===== src/sv/bls_pkg.sv =====
`timescale 1ns / 1ps
`default_nettype none
// ----------------------------------------------------------------------------
// Bresenham line stepper package
// Shared widths, beat types and the line state record.
// ----------------------------------------------------------------------------
package bls_pkg;

	localparam int COORD_BITS = 12;
	localparam int DELTA_BITS = COORD_BITS + 1;
	localparam int ERR_BITS   = COORD_BITS + 4;
	localparam int COLOR_BITS = 32;

	typedef logic signed [COORD_BITS-1:0] coord_t;
	typedef logic        [DELTA_BITS-1:0] delta_t;
	typedef logic signed [ERR_BITS-1:0]   err_t;
	typedef logic        [COLOR_BITS-1:0] color_t;

	typedef enum logic {
		FUNC_START   = 1'b0,
		FUNC_ADVANCE = 1'b1
	} func_t;

	typedef struct packed {
		func_t  func;
		coord_t start_x;
		coord_t start_y;
		coord_t end_x;
		coord_t end_y;
		color_t color;
	} cmd_beat_t;

	typedef struct packed {
		coord_t pixel_x;
		coord_t pixel_y;
		color_t pixel_color;
		logic   last_pixel;
	} pixel_beat_t;

	typedef struct packed {
		coord_t cur_x;
		coord_t cur_y;
		coord_t target_x;
		coord_t target_y;
		logic   step_x_neg;
		logic   step_y_neg;
		delta_t twice_dx;
		delta_t twice_dy;
		err_t   error_term;
		logic   x_major;
		logic   active;
		color_t line_color;
	} line_state_t;

endpackage
`default_nettype wire


===== src/sv/bls_line_setup.sv =====
`timescale 1ns / 1ps
`default_nettype none
// ----------------------------------------------------------------------------
// Line setup
// Builds the line state for a start beat: deltas, step signs, major axis,
// initial error term and the end check for the first pixel.
// ----------------------------------------------------------------------------
module bls_line_setup (
	input  bls_pkg::cmd_beat_t   cmd,
	output bls_pkg::line_state_t setup,
	output logic                 last
);

	localparam int C = bls_pkg::COORD_BITS;
	localparam int E = bls_pkg::ERR_BITS;

	logic signed [C:0]   dx;
	logic signed [C:0]   dy;
	logic        [C-1:0] adx;
	logic        [C-1:0] ady;
	logic                major_x;
	bls_pkg::err_t       err_x;
	bls_pkg::err_t       err_y;

	always_comb begin
		dx  = (C+1)'(cmd.end_x) - (C+1)'(cmd.start_x);
		dy  = (C+1)'(cmd.end_y) - (C+1)'(cmd.start_y);
		adx = dx[C] ? C'(-dx) : C'(dx);
		ady = dy[C] ? C'(-dy) : C'(dy);
		major_x = adx > ady;
		err_x = signed'(E'({ady, 1'b0})) - signed'(E'(adx));
		err_y = signed'(E'({adx, 1'b0})) - signed'(E'(ady));

		last = major_x ? (cmd.start_x == cmd.end_x) : (cmd.start_y == cmd.end_y);

		setup.cur_x      = cmd.start_x;
		setup.cur_y      = cmd.start_y;
		setup.target_x   = cmd.end_x;
		setup.target_y   = cmd.end_y;
		setup.step_x_neg = dx[C];
		setup.step_y_neg = dy[C];
		setup.twice_dx   = {adx, 1'b0};
		setup.twice_dy   = {ady, 1'b0};
		setup.error_term = major_x ? err_x : err_y;
		setup.x_major    = major_x;
		setup.active     = !last;
		setup.line_color = cmd.color;
	end

endmodule
`default_nettype wire


===== src/sv/bls_step_core.sv =====
`timescale 1ns / 1ps
`default_nettype none
// ----------------------------------------------------------------------------
// Bresenham step
// One step along the major axis, with a minor axis step when the error term
// is not negative, and the end check on the major axis.
// ----------------------------------------------------------------------------
module bls_step_core (
	input  bls_pkg::line_state_t cur,
	output bls_pkg::line_state_t nxt,
	output logic                 last
);

	localparam int E = bls_pkg::ERR_BITS;

	logic             minor_step;
	logic             move_x;
	logic             move_y;
	bls_pkg::coord_t  x_delta;
	bls_pkg::coord_t  y_delta;
	bls_pkg::err_t    err_sub;
	bls_pkg::err_t    err_add;

	always_comb begin
		minor_step = !cur.error_term[E-1];
		move_x     = cur.x_major || minor_step;
		move_y     = !cur.x_major || minor_step;
		x_delta    = cur.step_x_neg ? '1 : bls_pkg::coord_t'(1);
		y_delta    = cur.step_y_neg ? '1 : bls_pkg::coord_t'(1);

		// Twice the major axis delta comes off on a minor step; twice the minor axis delta always goes on.
		err_sub = !minor_step ? '0 :
			signed'(E'(cur.x_major ? cur.twice_dx : cur.twice_dy));
		err_add = signed'(E'(cur.x_major ? cur.twice_dy : cur.twice_dx));

		nxt            = cur;
		nxt.cur_x      = move_x ? cur.cur_x + x_delta : cur.cur_x;
		nxt.cur_y      = move_y ? cur.cur_y + y_delta : cur.cur_y;
		nxt.error_term = cur.error_term - err_sub + err_add;

		last       = cur.x_major ? (nxt.cur_x == cur.target_x) : (nxt.cur_y == cur.target_y);
		nxt.active = !last;
	end

endmodule
`default_nettype wire


===== src/sv/bresenham_line_stepper.sv =====
`timescale 1ns / 1ps
`default_nettype none
// ----------------------------------------------------------------------------
// Bresenham line stepper
// Rasterizes a line at most one pixel per command beat: start beats load a line and
// give its first pixel, advance beats give the following pixels.
// Path: a command beat is registered in cmd_s1, then its pixel beat in pixel_q.
// Throughput: one command beat per cycle while the pixel side does not stall; the
//   setup or step logic lies between the command register and the pixel register.
// Reset: arst_n clears the valid flags and the line state; the block is idle.
// ----------------------------------------------------------------------------
module bresenham_line_stepper (
	input  wire                  clk,
	input  wire                  arst_n,
	input  wire                  cmd_valid,
	output logic                 cmd_stall,
	input  bls_pkg::cmd_beat_t   cmd,
	output logic                 pixel_valid,
	input  wire                  pixel_stall,
	output bls_pkg::pixel_beat_t pixel
);

	bls_pkg::cmd_beat_t   cmd_s1;
	logic                 valid_s1;
	bls_pkg::line_state_t state_q;
	bls_pkg::pixel_beat_t pixel_q;
	logic                 pixel_valid_q;

	bls_pkg::line_state_t setup_state;
	logic                 setup_last;
	bls_pkg::line_state_t step_state;
	logic                 step_last;

	logic                 advance;
	logic                 fire_s1;
	logic                 is_start;
	logic                 emit;
	logic                 emit_last;
	bls_pkg::line_state_t state_d;

	bls_line_setup u_setup (
		.cmd   (cmd_s1),
		.setup (setup_state),
		.last  (setup_last)
	);

	bls_step_core u_step (
		.cur  (state_q),
		.nxt  (step_state),
		.last (step_last)
	);

	always_comb begin
		advance   = !pixel_valid_q || !pixel_stall;
		fire_s1   = valid_s1 && advance;
		cmd_stall = valid_s1 && !advance;
		is_start  = cmd_s1.func == bls_pkg::FUNC_START;
		// An advance beat on an idle line leaves no pixel and no state change.
		emit      = is_start || state_q.active;
		emit_last = is_start ? setup_last : step_last;
		if (is_start) begin
			state_d = setup_state;
		end else if (state_q.active) begin
			state_d = step_state;
		end else begin
			state_d = state_q;
		end
	end

	always_ff @(posedge clk or negedge arst_n) begin
		if (!arst_n) begin
			valid_s1 <= 1'b0;
		end else if (!cmd_stall) begin
			valid_s1 <= cmd_valid;
		end
	end

	always_ff @(posedge clk) begin
		if (!cmd_stall && cmd_valid) begin
			cmd_s1 <= cmd;
		end
	end

	always_ff @(posedge clk or negedge arst_n) begin
		if (!arst_n) begin
			state_q       <= '0;
			pixel_valid_q <= 1'b0;
		end else begin
			if (fire_s1) begin
				state_q <= state_d;
			end
			if (advance) begin
				pixel_valid_q <= fire_s1 && emit;
			end
		end
	end

	always_ff @(posedge clk) begin
		if (fire_s1 && emit) begin
			pixel_q.pixel_x     <= state_d.cur_x;
			pixel_q.pixel_y     <= state_d.cur_y;
			pixel_q.pixel_color <= state_d.line_color;
			pixel_q.last_pixel  <= emit_last;
		end
	end

	assign pixel_valid = pixel_valid_q;
	assign pixel       = pixel_q;

	// A line that hands out its last pixel is idle afterwards.
	assert property (@(posedge clk) disable iff (!arst_n)
		(fire_s1 && emit && emit_last) |=> !state_q.active)
		else $error("line still active after its last pixel");

	// An advance on an idle line produces no pixel.
	assert property (@(posedge clk) disable iff (!arst_n)
		(fire_s1 && !is_start && !state_q.active) |=> !pixel_valid_q)
		else $error("pixel produced by an advance on an idle line");

	// The command side only stalls while a pixel waits to be taken.
	assert property (@(posedge clk) disable iff (!arst_n)
		cmd_stall |-> (pixel_valid_q && pixel_stall && valid_s1))
		else $error("command stall without a blocked pixel");

endmodule
`default_nettype wire

===== config.mk =====
export PLATFORM = sky130hd
export DESIGN_NAME = bresenham_line_stepper
export DESIGN_NICKNAME = d
export VERILOG_FILES = /design/src/sv/bls_pkg.sv /design/src/sv/bls_line_setup.sv /design/src/sv/bls_step_core.sv /design/src/sv/bresenham_line_stepper.sv
export SDC_FILE = /design/constraint.sdc
export NUM_CORES = 1
export LEC_CHECK = 0
export BUFFER_PORTS_ARGS = -buffer_cell sky130_fd_sc_hd__buf_2
export CAP_MARGIN = 15
export CORE_ASPECT_RATIO = 0.5
export CORE_MARGIN = 2
export CORE_UTILIZATION = 45
export DETAILED_ROUTE_END_ITERATION = 16
export PLACE_DENSITY = 0.75
export REMOVE_ABC_BUFFERS = 1
export SLEW_MARGIN = 30
export SYNTH_ARGS = -nofsm -noshare
export SYNTH_HDL_FRONTEND = slang
export SYNTH_SLANG_ARGS = --single-unit

===== constraint.sdc =====
create_clock -name clk -period 5.1 [get_ports clk]
set_input_delay 1.02 -clock clk [delete_from_list [all_inputs] [get_ports clk]]
set_output_delay 1.02 -clock clk [all_outputs]
set_load 0.02 [all_outputs]

==> implementation parameters, run 1 <==
Parameter                              Value

Clock network
  Clock buffer count from CTS    26
  # hold bufs at CTS    0
  H-tree levels    1
  CTS Root Buffer Type    sky130_fd_sc_hd__clkbuf_16
  Clk pin slew, worst setup/hold paths    0.07 ns
  Clock tree buffer depth    3
  Source-to-sink clock delay at the later pin of the worst-skew pair    ~0.56 ns
  Clock tree from TritonCTS    done
  Sink Count    around 260

Detailed routing
  Drt first-iter violations    1115
  DR vias    between 10000 and 15000
  Total detailed-routing wirelength    roughly 40 mm
  First-pass detailed-route iteration total    5
  Remaining design rule violation count    0
  Number of nets with antenna violations after routing    0
  Average wire length per cell after detail routing    18.3 µm
  Detailed-route vias per instance    between 5 and 6

Timing
  Tightest Pin Transition    around 0.98 ns
  Worst-case clock skew    about 0.019 ns
  Highest clock frequency the design can meet    roughly 200 MHz
  Unrepaired setup endpoints after global routing    true
  Setup-failing EPs final    0
  Worst max-slew margin expressed relative to the limit    34.7%
  Worst hold slack across all endpoints    0.322 ns
  Post-layout worst setup margin    around 0.07 ns
  Hold violation total from the final report    0
  Time the final worst path needs with I/O delays and setup    roughly 5 ns
  Fraction of the cycle the final worst path needs    98.6%
  Slew Viols, Final    0

Finish
  Fraction of layout cells with a size suffix above 1    24.0%
  Final design utilization    53.6%
  Layout Cell Area excl Fill    18500 µm²
  Growth of design area from synthesis to finish    16.8%
  Fin nets    1886

Pwr
  Power density cells    710 nW/µm²
  Worst voltage drop across the vdd grid    between 0.2 and 0.3 mV
  Cell leakage power    8.22 nW

Place
  Post-DP Area    17500 µm²
  GP Congestion    0.940
  IO Port Bufs    approximately 140
  Hpwl dp    28.8 mm
  DP Worst Slack    -0.0739 ns

GRT
  Wire length of the first global-routing pass    61.9 mm
  Global route overflow    0
  Initial antenna violation count    2
  Vias in the first global route    11337
  Global routing usage summed across all routing layers    between 20% and 30%
  Pin count of the biggest net entering global routing    64

Synth
  Post-synth top cells    sky130_fd_sc_hd__nand2_1 (166), sky130_fd_sc_hd__edfxtp_1 (138), sky130_fd_sc_hd__dfrtp_1 (126)
  Yosys warning count    0
  Syn Std Cell Area    15900 µm²
  Largest area contributor in the netlist    sky130_fd_sc_hd__edfxtp_1
  Synth top area cells    sky130_fd_sc_hd__edfxtp_1 (26%), sky130_fd_sc_hd__dfrtp_1 (20%), sky130_fd_sc_hd__ha_1 (7.1%), sky130_fd_sc_hd__mux2_2 (5.5%), sky130_fd_sc_hd__nand2_1 (3.9%)
  Number of register bits inferred by synthesis    about 260
  Fraction of the yosys area taken by sequential cells    between 40 and 50%
  Syn Area/Cell    around 11 µm²
  FFs w/ async S/R, synth    about 48%
  Top-area cell type share of the netlist area    26.1%
  Ys flop type    sky130_fd_sc_hd__edfxtp_1
  Instance count of the mapped netlist    1494
  Most used standard cell by instance count after synthesis    sky130_fd_sc_hd__nand2_1
  Number of different library cells in the post-synthesis netlist    88
  Number of synthesized flops with an enable pin    between 100 and 150

Die
  Die height    about 140 µm
  Effective utilization at floorplan    45.9%
  Area of the die    36900 µm²
  Site Rows    48
  Io pins    144
  Area of the core    34600 µm²
  Die X-Extent    around 270 µm

Outcome
  Status    finished clean

Critical path
  Crit. End Element    flop
  Critical path launch point type    flop
  Crit path kind    flop to flop
  Critical path arrival    5.53 ns
  Top fanout value on the critical path    5
  Worst EP required    ~5.6 ns

Worst hold path
  Hold Crit Class    primary input to asynchronous set/reset pin

Flow run
  Max_cap viols    0
-- repair_timing --
action,CTS,global route
pin swaps,1,17
setup buffers,0,4
cloned,1,1
endpoints found under the setup margin,7,19
gates resized for setup,2,29
-- flip-flops by register name, summed over array words and instances (netlist names) --
| signal | cells |
|---|---|
| state_q | 124 |
| pixel | 57 |
| cmd_s1 | 81 |
| pixel_valid | 1 |
| valid_s1 | 1 |
-- cell type report --
| class | instances | area [µm²] |
|---|---|---|
| repair buffers | 222 | 1320 |
| diodes | 3 | 7.51 |
| multi-input cells | 1071 | 8110 |
| flip-flops and latches | 264 | 7300 |
| clock buffers | 29 | 682 |
| inverters | 107 | 402 |
| clock inverters | 19 | 133 |
| fillers | 2994 | 16100 |
| well taps | 475 | 594 |
-- final timing paths --
kind | from | to | slack, ns | depth (start not counted)
max in group asynchronous | arst_n | state_q[45] | 3.64 | 2
worst min register to register | cmd_s1[55] | state_q[101] | 0.49 | 2
worst max-delay path | cmd_s1[56] | state_q[39] | 0.07 | 23
min in group clk | cmd_s1[55] | state_q[101] | 0.49 | 2
worst max register to register | cmd_s1[56] | state_q[39] | 0.07 | 23
worst min-delay path | arst_n | state_q[0] | 0.32 | 1
-- cell families after synthesis --
kind of cell               synth area share (%)
buffers and inverters                      3.99
muxes                                      8.56
xor gates and xnor gates                   6.60
and+or+nand+nor                            11.5
adders and majority gates                  9.83
DFF                                        46.0
AOI/OAI and AO/OA                          13.5
other                                    0.0473
-- cells in the final DEF (no fill, tap or decap), drive strengths merged, types with 50 or more instances in the layout --
| master | n |
|---|---|
| edfxtp | 138 |
| a21oi | 89 |
| buf | 222 |
| dfrtp | 126 |
| xor2 | 50 |
| ha | 90 |
| nand2 | 166 |
| xnor2 | 64 |
| inv | 106 |
| nor2 | 89 |
| mux2 | 77 |
| o21ai | 92 |
-- power by group --
part,switching [mW],internal [mW]
sequential,0.432,2.92
combinational,4.41,3.52
clock,0.865,1.02
-- through the flow --
| step | instances | power [mW] | TNS [ns] |
|---|---|---|---|
| detailed placement | 2133 | 10.9 | -0.181 |
| global route | 2189 | 14.2 | -1.07 |
| CTS | 2182 | 12.9 | 0 |
| global placement | 2133 | 10.8 | 0 |
| finish | 2190 | 13.2 | 0 |
| floorplan | 1440 | 9.09 | -16.89 |
-- critical path: stages, from the launching register on --
cell and delay [ns]:
sky130_fd_sc_hd__edfxtp_1 0.39, sky130_fd_sc_hd__ha_2 0.22, sky130_fd_sc_hd__fa_2 0.34, sky130_fd_sc_hd__nand2b_4 0.15
sky130_fd_sc_hd__a21o_1 0.18, sky130_fd_sc_hd__a21oi_2 0.17, sky130_fd_sc_hd__nor2_2 0.07, sky130_fd_sc_hd__a221o_1 0.40
sky130_fd_sc_hd__nor2_2 0.15, sky130_fd_sc_hd__a21oi_2 0.05, sky130_fd_sc_hd__ha_1 0.31, sky130_fd_sc_hd__nor2b_1 0.13
sky130_fd_sc_hd__o21a_1 0.16, sky130_fd_sc_hd__o21a_1 0.16, sky130_fd_sc_hd__o21ai_1 0.11, sky130_fd_sc_hd__a21oi_1 0.08
sky130_fd_sc_hd__o21bai_1 0.17, sky130_fd_sc_hd__a21oi_2 0.09, sky130_fd_sc_hd__maj3_2 0.31, sky130_fd_sc_hd__maj3_2 0.36
sky130_fd_sc_hd__maj3_4 0.40, sky130_fd_sc_hd__buf_4 0.17, sky130_fd_sc_hd__nor3_1 0.21, sky130_fd_sc_hd__o32a_1 0.19
-- routing by layer --
metal	vias to the layer above	part of all wire [%]	global-route usage [%]
met3	56	5.9	3.63
met2	336	47	34.8
met1	5837	44	28.7
li1	5731	-	-
met5	-	0	0
met4	0	2.4	6.54
No activity file was read; power rests on OpenSTA's default activity.
==> run 2, diff against run 1 <==
- PLACE_DENSITY: 0.75 -> 0.73
- SETUP_SLACK_MARGIN: unset -> 0.1
==> run 2 against run 1 <==
Cell count hardly changed. Clock-buffer cell count is 1 lower. First-iteration DRC count is 24% lower. Critical endpoint is now state_q[36]. Sequential cell count stayed put.
==> implementation parameters, run 2 (synthesis gave the netlist of run 1 again) <==
Parameter                              Value

Timing
  Worst-case clock skew    0.0247 ns (+0.00580 ns)
  Highest clock frequency the design can meet    200 MHz (+0.72%)
  Slew Viols, Final    0 (unchanged)
  Hold violation total from the final report    0 (unchanged)
  Unrepaired setup endpoints after global routing    true
  Tightest Pin Transition    0.963 ns (-0.0148 ns)
  Setup-failing EPs final    0 (unchanged)
  Worst max-slew margin expressed relative to the limit    35.8% (+1.1 points)
  Fraction of the cycle the final worst path needs    97.9% (-0.71 points)
  Time the final worst path needs with I/O delays and setup    4.99 ns (-0.0360 ns)

Flow run
  Max_cap viols    0 (unchanged)

Worst hold path
  Hold Crit Class    flop to flop
  Hold path startpoint    cmd_s1[34]

Critical path
  Path depth of the worst reg2reg path    24 (+4.3%)
  Endpoint of the most critical setup path    state_q[36]
  Critical-path cell list    ha_2 > fa_2 > nand2b_4 > a21o_1 > a21oi_2 > nor2_2 > a221o_1 > nor2_2 > a21oi_2 > ha_1 > nor2b_1 > o21a_1 > o21a_1 > o21ai_1 > a21oi_1 > o21bai_1 > a21oi_2 > maj3_2 > maj3_2 > maj3_4 > buf_6 > nand2_2 > o21ai_1 > a221o_1
  Critical path arrival    5.44 ns (-0.09 ns)
  Critical path launch point type    flop
  Critical-path cell with the highest stage delay    sky130_fd_sc_hd__maj3_4
  Crit path kind    flop to flop
  Reg-to-reg setup timing slack    0.11 ns (+0.04 ns)
  Worst EP required    5.54 ns (-0.06 ns)
  Critical register-to-register path endpoint    state_q[36]
  Slowest stage delay, CP    0.40 ns (about the same)
  Top fanout value on the critical path    5 (unchanged)
  Most repeated library cell on the critical path    sky130_fd_sc_hd__a21oi_2
  Startpoint of the worst register-to-register path    cmd_s1[56]
  Crit. End Element    flop
  Launching instance or port of the critical path    cmd_s1[56]

Detailed routing
  Average wire length per cell after detail routing    18.2 µm (-0.34%)
  Number of nets with antenna violations after routing    0 (unchanged)
  Detailed-route vias per instance    5.44 (-0.38%)
  First-pass detailed-route iteration total    5 (unchanged)
  DR vias    11926 (-0.28%)
  Drt first-iter violations    849 (-24%)
  Remaining design rule violation count    0 (unchanged)
  Total detailed-routing wirelength    39.9 mm (-0.25%)

GRT
  Global routing usage summed across all routing layers    21.0% (-0.12 points)
  Met1 GRT Util    29.0% (+0.24 points)
  Pin count of the biggest net entering global routing    96 (+50%)
  GR Util met2    34.1% (-0.63 points)
  Global-route met3 utilization    3.40% (-0.23 points)
  Peak-usage layer in the global routing report    met2
  Vias in the first global route    11162 (-1.5%)
  Global route overflow    0 (unchanged)
  Initial antenna violation count    2 (unchanged)
  Wire length of the first global-routing pass    61.3 mm (-0.94%)

Finish
  Most common library cell in the layout ignoring fill and taps    sky130_fd_sc_hd__nand2_1
  Layout Cell Area excl Fill    18900 µm² (+1.7%)
  Growth of design area from synthesis to finish    18.9%
  Register containing the most flip-flops in the final layout    state_q
  Fraction of layout cells with a size suffix above 1    25.5% (+1.5 points)
  Max reg flops    124 (unchanged)
  Non-Filler Instances    2192 (+0.091%)
  Fin nets    1889 (+0.16%)
  Commonest cells after routing, fill and taps aside    sky130_fd_sc_hd__nand2_1 (162), sky130_fd_sc_hd__buf_2 (142), sky130_fd_sc_hd__edfxtp_1 (138)

Place
  Number of cells after detailed placement    2128 (-0.23%)
  IO Port Bufs    143 (unchanged)
  Post-DP Area    17500 µm² (-0.19%)
  GP Congestion    0.918 (-2.3%)
  Hpwl dp    28.1 mm (-2.3%)

Clock network
  Clk pin slew, worst setup/hold paths    0.07 ns (about the same)
  Clock tree buffer depth    3 (unchanged)
  Clock buffer count from CTS    26 (unchanged)
  H-tree levels    1 (unchanged)
  CTS Root Buffer Type    sky130_fd_sc_hd__clkbuf_16
  Clock tree from TritonCTS    done
  Source-to-sink clock delay at the later pin of the worst-skew pair    0.57 ns (about the same)
  Sink Count    264 (unchanged)

Pwr
  Worst voltage drop across the vdd grid    0.354 mV (+30%)
  Power density cells    729 nW/µm² (+2.7%)
  Cell leakage power    8.34 nW (+1.5%)

Die
  Effective utilization at floorplan    45.9% (unchanged)
  Die X-Extent    270 µm (unchanged)
  Area of the die    36900 µm² (unchanged)
  Die height    137 µm (unchanged)
  Site Rows    48 (unchanged)
  Area of the core    34600 µm² (unchanged)
  Io pins    144 (unchanged)

Outcome
  Status    finished clean
run 2: cell types whose count changed in the layout (fill, tap and decap cells not counted), moves of 3 or more:
cell / before / now
sky130_fd_sc_hd__clkinv_1: 8 / 2
sky130_fd_sc_hd__clkinv_4: 0 / 3
sky130_fd_sc_hd__clkinv_2: 6 / 3
sky130_fd_sc_hd__o21ai_2: 3 / 6
sky130_fd_sc_hd__o21ai_0: 79 / 76
sky130_fd_sc_hd__buf_6: 1 / 4
sky130_fd_sc_hd__inv_6: 0 / 4
sky130_fd_sc_hd__nand2_2: 0 / 4
sky130_fd_sc_hd__bufinv_16: 1 / 7
sky130_fd_sc_hd__clkinvlp_4: 4 / 1
sky130_fd_sc_hd__nand2_1: 165 / 162
run 2: through the flow:
| stage | power (mW) | TNS, ns | hold WS (ns) | worst slack [ns] | utilization [%] |
|---|---|---|---|---|---|
| after floorplan | 9.09 | -16.89 | 0.448 | -0.393 | - |
| after global placement | 10.8 | 0 | 0.477 | 0.0193 | 50.6 |
| final | 13.8 | 0 | 0.498 | 0.106 | 54.5 |
| after CTS | 13.4 | 0 | 0.502 | 0.0879 | 53.8 |
| after detailed placement | 11.0 | -0.752 | 0.484 | -0.141 | 50.6 |
| after global routing | 14.7 | -0.0828 | 0.510 | -0.0206 | 54.5 |
run 2: how the worst min path moves through the flow:
stage,endpoint,cells after the start,slack [ns]
after floorplan,state_q[100],2,0.45
after global placement,state_q[82],2,0.48
after detailed placement,state_q[80],2,0.48
after CTS,state_q[82],2,0.50
after global routing,state_q[94],2,0.51
final,state_q[80],2,0.50
run 2: timing repair:
item,CTS,global route
hold buffers,0,0
endpoints found under the setup margin,18,19
resized for setup,15,49
buffers inserted,6,7
gates cloned,1,0
pin swaps,8,37
run 2: routing by layer:
metal | vias up | part of all wire (%)
met5 | - | 0
met4 | 0 | 2.8
met3 | 63 | 5.4
met2 | 307 | 46
met1 | 5824 | 46
li1 | 5732 | -
run 2: cell type report:
| class | count | area [µm²] |
|---|---|---|
| Antenna cell | 2 | 5.00 |
| Clock buffer | 28 | 668 |
| Clock inverter | 20 | 328 |
| Fill cell | 2973 | 15700 |
| Inverter | 107 | 404 |
| Multi-Input combinational cell | 1070 | 8180 |
| Sequential cell | 264 | 7300 |
| Tap cell | 475 | 594 |
| Timing Repair Buffer | 226 | 1380 |
run 2: power breakdown:
group	switching [mW]	leakage [nW]	internal [mW]	total [mW]
Sequential	0.426	2.83	2.92	3.35
Combinational	4.53	5.03	3.64	8.16
Clock	0.917	0.483	1.33	2.24
Total	5.87	8.34	7.88	13.8
run 2: critical path: cells and delay by family, from the launching register on:
kind                     cells  cell delay [ns]
adder cells (fa/ha/maj)      6             1.88
AND/OR/NAND/NOR              5             0.52
flip-flops                   1             0.39
AO/OA/AOI/OAI               12             1.92
buffers and inverters        1             0.15
